## src/design/ngo_pkg.sv

```systemverilog
`timescale 1ns / 1ps
package ngo_pkg;

  // Geometry of the table
  localparam int MAX_AXES     = 4;
  localparam int CELLS        = 4096;
  localparam int PAYLOAD_BITS = 32;

  localparam int IDX_W   = $clog2(CELLS);
  localparam int CNT_W   = IDX_W + 1;
  localparam int AX_W    = $clog2(MAX_AXES);
  localparam int AXC_W   = 3;
  localparam int DIM_W   = 13;
  localparam int COORD_W = 16;

  // Configuration port
  localparam int CFG_IDX_W  = 3;
  localparam int CFG_DATA_W = 13;

  localparam logic [CFG_IDX_W-1:0] CFG_AXIS_COUNT = 3'd0;
  localparam logic [CFG_IDX_W-1:0] CFG_DIM_0      = 3'd1;
  localparam logic [CFG_IDX_W-1:0] CFG_DIM_1      = 3'd2;
  localparam logic [CFG_IDX_W-1:0] CFG_DIM_2      = 3'd3;
  localparam logic [CFG_IDX_W-1:0] CFG_DIM_3      = 3'd4;

  // Request types
  localparam logic REQ_PLACE = 1'b0;
  localparam logic REQ_GET   = 1'b1;

  typedef enum logic [2:0] {
    STS_OK       = 3'd0,
    STS_BOUNDS   = 3'd1,
    STS_OCCUPIED = 3'd2,
    STS_EMPTY    = 3'd3,
    STS_CAPACITY = 3'd4
  } ngo_status_t;

  typedef enum logic [2:0] {
    S_CLEAR,
    S_IDLE,
    S_STEP,
    S_READ,
    S_COMMIT
  } ngo_state_t;

  typedef struct packed {
    logic                      req_type;
    logic signed [COORD_W-1:0] coord_0;
    logic signed [COORD_W-1:0] coord_1;
    logic signed [COORD_W-1:0] coord_2;
    logic signed [COORD_W-1:0] coord_3;
    logic [PAYLOAD_BITS-1:0]   payload_in;
  } ngo_in_t;

  typedef struct packed {
    ngo_status_t             status;
    logic [IDX_W-1:0]        cell_index;
    logic [PAYLOAD_BITS-1:0] payload_out;
    logic [CNT_W-1:0]        filled_count;
  } ngo_out_t;

  // Controller to datapath
  typedef struct packed {
    logic            clr;
    logic            load;
    logic            step;
    logic [AX_W-1:0] axis;
    logic            read;
    logic            commit;
  } ngo_cmd_t;

  // Datapath to controller
  typedef struct packed {
    logic [AX_W-1:0] last_axis;
    logic            clr_last;
    logic            out_busy;
  } ngo_sts_t;

endpackage

```

## src/design/ngo_ctrl.sv

```systemverilog
`timescale 1ns / 1ps
module ngo_ctrl (
  input  logic            clk,
  input  logic            rst_n,
  input  logic            in_valid,
  output logic            in_ready,
  input  ngo_pkg::ngo_sts_t sts,
  output ngo_pkg::ngo_cmd_t cmd
);
  import ngo_pkg::*;

  ngo_state_t      state_r, state_nxt;
  logic [AX_W-1:0] ax_r, ax_nxt;

  // Hold state and axis counter
  always_ff @(posedge clk) begin
    if (!rst_n) begin
      state_r <= S_CLEAR;
      ax_r    <= '0;
    end else begin
      state_r <= state_nxt;
      ax_r    <= ax_nxt;
    end
  end

  // Next state
  always_comb begin
    state_nxt = state_r;
    ax_nxt    = ax_r;
    unique case (state_r)
      S_CLEAR: begin
        if (sts.clr_last) state_nxt = S_IDLE;
      end
      S_IDLE: begin
        if (in_valid) begin
          state_nxt = S_STEP;
          ax_nxt    = '0;
        end
      end
      S_STEP: begin
        if (ax_r == sts.last_axis) state_nxt = S_READ;
        else ax_nxt = ax_r + AX_W'(1);
      end
      S_READ: begin
        state_nxt = S_COMMIT;
      end
      S_COMMIT: begin
        if (!sts.out_busy) state_nxt = S_IDLE;
      end
      default: state_nxt = S_CLEAR;
    endcase
  end

  // Commands
  always_comb begin
    cmd      = '0;
    cmd.axis = ax_r;
    in_ready = 1'b0;
    unique case (state_r)
      S_CLEAR:  cmd.clr = 1'b1;
      S_IDLE: begin
        in_ready = 1'b1;
        cmd.load = in_valid;
      end
      S_STEP:   cmd.step = 1'b1;
      S_READ:   cmd.read = 1'b1;
      S_COMMIT: cmd.commit = !sts.out_busy;
      default:  cmd = '0;
    endcase
  end

  // Only one phase of the sequence at a time
  a_clr_excl: assert property (@(posedge clk) disable iff (!rst_n)
    cmd.clr |-> !(cmd.load || cmd.step || cmd.read || cmd.commit))
    else $error("clearing pass overlaps a request");

  a_step_after_load: assert property (@(posedge clk) disable iff (!rst_n)
    cmd.load |=> cmd.step && cmd.axis == '0)
    else $error("first axis step does not follow load");

  a_read_then_commit: assert property (@(posedge clk) disable iff (!rst_n)
    cmd.read |=> state_r == S_COMMIT)
    else $error("memory read not followed by commit phase");

endmodule

```

## config.mk

```make
export PLATFORM = sky130hd
export DESIGN_NAME = ngo_ctrl
export DESIGN_NICKNAME = d
export VERILOG_FILES = /design/src/design/ngo_pkg.sv /design/src/design/ngo_ctrl.sv
export SDC_FILE = /design/constraint.sdc
export NUM_CORES = 1
export LEC_CHECK = 0
export ABC_AREA = 1
export BUFFER_PORTS_ARGS = -buffer_cell sky130_fd_sc_hd__buf_2
export CAP_MARGIN = 20
export CORE_AREA = 2 2 39 41
export CTS_BUF_LIST = sky130_fd_sc_hd__clkbuf_2 sky130_fd_sc_hd__clkbuf_4 sky130_fd_sc_hd__clkbuf_8
export DETAILED_ROUTE_END_ITERATION = 8
export DIE_AREA = 0 0 41 43
export PLACE_DENSITY = 0.55
export SYNTH_ARGS = -nofsm -noshare
export SYNTH_HDL_FRONTEND = slang
export SYNTH_SLANG_ARGS = --single-unit
```

## constraint.sdc

```tcl
create_clock -name clk -period 1.1 [get_ports clk]
set_input_delay 0.11 -clock clk [delete_from_list [all_inputs] [get_ports clk]]
set_output_delay 0.11 -clock clk [all_outputs]
set_load 0.02 [all_outputs]
```

==> flow_summary.json, run 1 <==
{
  "arrival_ps": 1090,
  "outcome": "complete, but fails checks",
  "reg2reg_to": "ax_r[1]",
  "viasPerCell": 4.31,
  "ys_types": 15,
  "detail-route-antenna-nets": 0,
  "slew_viol_final": 0,
  "clk_pin_slew_ps": 40,
  "layout.nets": 91,
  "finalSetupViolCount": 9,
  "violations": "negative setup slack",
  "synth_seq_area_share_pct": 27.4,
  "grt_pass1_vias": 318,
  "die_area_um2": 1760,
  "synth-xor-area-share_pct": 2.40,
  "clk_latency_ps": 240,
  "pin_count": 15,
  "hold_start": "rst_n",
  "post-route-min-period_ps": 1200,
  "fin_crit_sh_pct": 109,
  "grt_usage_pct": 10.0,
  "synth_nets": 64,
  "hold_depth": 3,
  "cts_tree": "yes",
  "ys_warn_count": 0,
  "dr.pass1.iters": 5,
  "fmax_ghz": 0.831,
  "layout_setup_ws_ps": -104,
  "start_kind": "flop",
  "crit_required_ps": 990,
  "dp_hpwl_um": 636,
  "wire_per_inst_um": 8.24,
  "p_leak_nw": 0.310,
  "powerDensity_nw_per_um2": 1250,
  "core_area_um2": 1380,
  "start_util_pct": 26.4,
  "die_h_um": 43,
  "yosys.area_share.simple_pct": 43.5,
  "initialDrtViolationCount": 11,
  "cp_max_fo": 3,
  "synthAdderAreaFrac_pct": 0,
  "netlist_area_um2": 365,
  "row_count": 14,
  "finClkSkew_ps": 1.04,
  "antenna_found_initial": 0,
  "holdPathEnd": "ax_r[0]",
  "drive_above_1_share_pct": 57.8,
  "fin_setup_tns_ps": -535,
  "clock_sinks": 5,
  "relSlewSlack_pct": 84.9,
  "drv_cap": 0,
  "grt_overflow": 0,
  "drt-total-wl_um": 816,
  "fin_cells": 99,
  "ys_seq_elements": 5,
  "cts_buffers": 3,
  "rr_worst_depth": 7,
  "drc": 0,
  "vias": 427,
  "finalPower_w": 0.000797,
  "synth_compound_area_share_pct": 9.25,
  "path_class": "flop to output port",
  "clock-root-buffer": "clkbuf_4",
  "rsz0062_at_grt": "true",
  "max-clock-path-buffers": 2,
  "htreeDepth": 1,
  "hold_ws_ps": 128,
  "synth_area_per_cell_um2": 6.41,
  "crit_path_end_kind": "output port",
  "die_w_um": 41,
  "peakVddDrop_mv": 1.07,
  "rr_startpoint": "state_r[0]",
  "grt_pass1_wl_mm": 1.16,
  "area_delta_synth_final_pct": 74.0,
  "synth_top_family_by_area": "simple AND/OR/NAND/NOR gates",
  "hold_viol_final": 0,
  "synth_mux_area_share_pct": 0,
  "grt_max_degree": 7,
  "place_congestion": 0.709,
  "dp_cells": 90,
  "io_buffers": 14,
  "min_path_type": "primary input to flop",
  "r2r_slack_ps": -50,
  "synthCells": 57,
  "worst_slew_pin_slew_ps": 225,
  "num-fill-cells": 147,
  "antenna_cells": 0
}
final cells by class:
| type | count | area (µm²) | share of cell area [%] |
|---|---|---|---|
| repair buffers | 23 | 176 | 27.8 |
| clock buffers | 4 | 30.0 | 4.72 |
| well taps | 16 | 20.0 | 3.15 |
| flip-flops and latches | 5 | 111 | 17.5 |
| inverters | 14 | 55.1 | 8.66 |
| multi-input cells | 37 | 243 | 38.2 |
Yosys cell counts, drive strengths merged:
cell / count / share of area [%]
a21oi: 6 / 9.2
buf: 1 / 3.1
dfxtp: 5 / 27
inv: 14 / 14
nand2: 16 / 18
nand3: 4 / 5.5
nand3b: 1 / 2.1
nor2: 5 / 5.8
nor3: 4 / 12
xnor2: 1 / 2.4
cells in the final DEF (no fill, tap or decap):
cell type,count
a21oi_1,3
a21oi_2,3
buf_2,6
buf_4,12
buf_6,5
clkbuf_4,4
dfxtp_1,2
dfxtp_4,3
inv_1,10
inv_2,3
inv_4,1
nand2_1,12
nand2_2,4
nand3_1,4
nand3b_1,1
nor2_1,2
nor2_2,1
nor2_4,2
nor3_2,1
nor3_4,3
xnor2_1,1
report_power, final:
part	total [W]	switching [W]	internal (W)
Clock	0.000235	0.0000735	0.000162
Combinational	0.000339	0.000177	0.000162
Sequential	0.000222	0.0000240	0.000198
cells by family (layout without fill, tap and decap cells):
| family | Yosys count | in the layout |
|---|---|---|
| AND/OR/NAND/NOR | 30 | 30 |
| buffers and inverters | 15 | 41 |
| AO/OA/AOI/OAI | 6 | 6 |
| flip-flops | 5 | 5 |
| XOR/XNOR | 1 | 1 |
flip-flops by register name (all words and copies together), names as in the netlist:
signal,count
state_r,3
ax_r,2
stage by stage:
stage / instance area (µm²) / worst slack, ps / utilization (%)
2_1_floorplan: 377 / -48.6 / -
3_3_place_gp: 485 / -6.24 / 35.1
3_5_place_dp: 485 / -13.1 / 35.1
4_1_cts: 619 / -111 / 44.8
5_1_grt: 636 / -180 / 45.9
6_report: 636 / -104 / 45.9
routing by layer:
layer / up-vias / GRT usage [%] / wire length, µm
met5: - / 0 / 0
met4: 0 / 4.00 / 0
met3: 0 / 6.28 / 51
met2: 15 / 15.3 / 408
met1: 187 / 10.6 / 356
li1: 225 / - / -
timing repair:
item                                    4_1_cts  5_1_grt
hold buffers                                  0        0
endpoints found under the setup margin       10       11
buffers inserted                              5        0
gates resized for setup                      24        5
pin swaps                                     4        2
worst max-delay path by stage:
stage / from / to / cells past startpoint
after global placement: state_r[2] / state_r[0] / 7
after detailed placement: state_r[2] / state_r[0] / 7
final: state_r[0] / cmd[5] / 5
after CTS: state_r[2] / in_ready / 3
after floorplan: state_r[2] / ax_r[1] / 6
after global routing: state_r[2] / cmd[5] / 4
worst max-delay path, stage by stage (launching register included):
cell and delay [ps]:
dfxtp_4 370, inv_2 60, nor3_4 160, nand2_2 90
inv_2 60, buf_6 100
(Power assumes the default switching activity.)
==> run 2, diff against run 1 <==
==> constraint.sdc (replaced) <==
create_clock -name clk -period 1.1 [get_ports clk]
set_input_delay 0.22 -clock clk [delete_from_list [all_inputs] [get_ports clk]]
set_output_delay 0.22 -clock clk [all_outputs]
set_load 0.02 [all_outputs]
==> run 2 against run 1 <==
The run still ends with negative setup slack left. Cell count rose by 3.0%. Fmax is 9.8% lower. Register-to-register slack got worse by 50 ps.
==> flow_summary.json, run 2 (synthesized netlist as in run 1, its figures left out) <==
{
  "cts_buffers": 3,
  "grt_pass1_vias": 389,
  "crit_start": "state_r[2]",
  "cp_max_fo": 6,
  "slew_viol_final": 0,
  "clock_power_share_pct": 27.2,
  "fin_crit_sh_pct": 121,
  "io_buffers": 14,
  "die_area_um2": 1760,
  "rsz0062_at_grt": "true",
  "p_sw_w": 0.000311,
  "grt_usage_pct": 13.1,
  "drv_cap": 0,
  "cpPeakStageDelay_ps": 370,
  "powerDensity_nw_per_um2": 1210,
  "cp_top_family": "flip-flops",
  "cts_tree": "yes",
  "start_kind": "flop",
  "path_cells": "buf_4 -> nor3_4 -> buf_6",
  "clk_pin_slew_ps": 40,
  "p_leak_nw": 0.338,
  "clock_sinks": 5,
  "violations": "negative setup slack",
  "vias": 435,
  "peakVddDrop_mv": 0.470,
  "path_class": "flop to output port",
  "drt-total-wl_um": 994,
  "rr_startpoint": "state_r[1]",
  "grt_max_degree": 7,
  "wire_per_inst_um": 9.75,
  "htreeDepth": 1,
  "grt_pass1_wl_mm": 1.56,
  "die_h_um": 43,
  "fmax_ghz": 0.749,
  "dp_cells": 92,
  "final_common_cell": "buf_4",
  "pwr-share-seq_pct": 25.7,
  "place_congestion": 0.766,
  "hold_start": "rst_n",
  "clock-root-buffer": "clkbuf_4",
  "outcome": "complete, but fails checks",
  "relSlewSlack_pct": 85.8,
  "initialDrtViolationCount": 1,
  "pin_count": 15,
  "viasPerCell": 4.26,
  "min_path_type": "primary input to flop",
  "layout.nets": 94,
  "critPathBufInv": 2,
  "row_count": 14,
  "pwr-share-comb_pct": 47.1,
  "crit_path_end_kind": "output port",
  "antenna_cells": 0,
  "p_int_w": 0.000560,
  "area_delta_synth_final_pct": 96.6,
  "drc": 0,
  "swShare_pct": 35.7,
  "hold_ws_ps": 234,
  "arrival_ps": 1110,
  "fin_cells": 102,
  "post-route-min-period_ps": 1330,
  "core_area_um2": 1380,
  "start_util_pct": 26.4,
  "die_w_um": 41,
  "layout_setup_ws_ps": -235,
  "crit_required_ps": 880,
  "antenna_found_initial": 0,
  "clk_latency_ps": 240,
  "hold_viol_final": 0,
  "layout_common_cells": "11 x buf_4, 10 x nand2_1, 9 x inv_1, 9 x buf_6, 6 x buf_2",
  "dr.pass1.iters": 2,
  "detail-route-antenna-nets": 0,
  "finalSetupViolCount": 12,
  "dp_hpwl_um": 681,
  "worst_slew_pin_slew_ps": 212,
  "finClkSkew_ps": 1.31,
  "drive_above_1_share_pct": 68.6,
  "max-clock-path-buffers": 2,
  "top_register": "state_r",
  "largest_registers": "state_r x3, ax_r x2",
  "grt_overflow": 0,
  "cp_slowest_cell": "dfxtp_4",
  "largest_register_ffs": 3
}
## run 2: worst paths after layout
kind                            depth (start not counted)  slack [ps]  endpoint
worst max-delay path                                    3        -230    cmd[1]
worst min-delay path                                    3         230   ax_r[0]
worst max register to register                          7        -100   ax_r[1]
worst min register to register                          1         440   ax_r[0]
## run 2: what timing repair did
action | 4_1_cts | 5_1_grt
endpoints found under the setup margin | 11 | 13
gates resized for setup | 22 | 18
pin swaps | 4 | 1
buffers inserted | 3 | 3
hold buffers | 0 | 0
## run 2: through the flow
| step | TNS (ps) | setup WS, ps | util [%] | instance area (µm²) | power [W] |
|---|---|---|---|---|---|
| 2_1_floorplan | -243 | -88.3 | - | 394 | 0.000398 |
| 3_3_place_gp | -360 | -65.9 | 37.4 | 518 | 0.000491 |
| 3_5_place_dp | -445 | -96.3 | 37.4 | 518 | 0.000491 |
| 4_1_cts | -1570 | -232 | 45.9 | 636 | 0.000792 |
| 5_1_grt | -2610 | -310 | 51.9 | 718 | 0.000932 |
| 6_report | -1770 | -235 | 51.9 | 718 | 0.000871 |
## run 2: metal layers
metal	GRT usage (%)	vias up	part of all wire (%)
li1	-	230	-
met1	17.1	190	44
met4	10.0	0	2.0
met2	18.4	13	49
met5	0	-	0
met3	1.57	2	4.4
## run 2: layout make-up
| type | count | area (µm²) |
|---|---|---|
| fillers | 133 | 666 |
| multi-input cells | 37 | 284 |
| repair buffers | 26 | 214 |
| flip-flops and latches | 5 | 113 |
| inverters | 14 | 57.6 |
| clock buffers | 4 | 30.0 |
| well taps | 16 | 20.0 |
## run 2: tightest hold or removal path: stages
cell and delay (ps):
buf_2 130, nand2_2 70, a21oi_2 20
## run 2: power groups by stage
stage | Clock [W] | Combinational, W | Sequential (W)
floorplan | 0 | 0.000181 | 0.000217
global placement | 0 | 0.000273 | 0.000218
detailed placement | 0 | 0.000273 | 0.000219
CTS | 0.000242 | 0.000328 | 0.000221
global route | 0.000260 | 0.000445 | 0.000226
finish | 0.000237 | 0.000410 | 0.000224
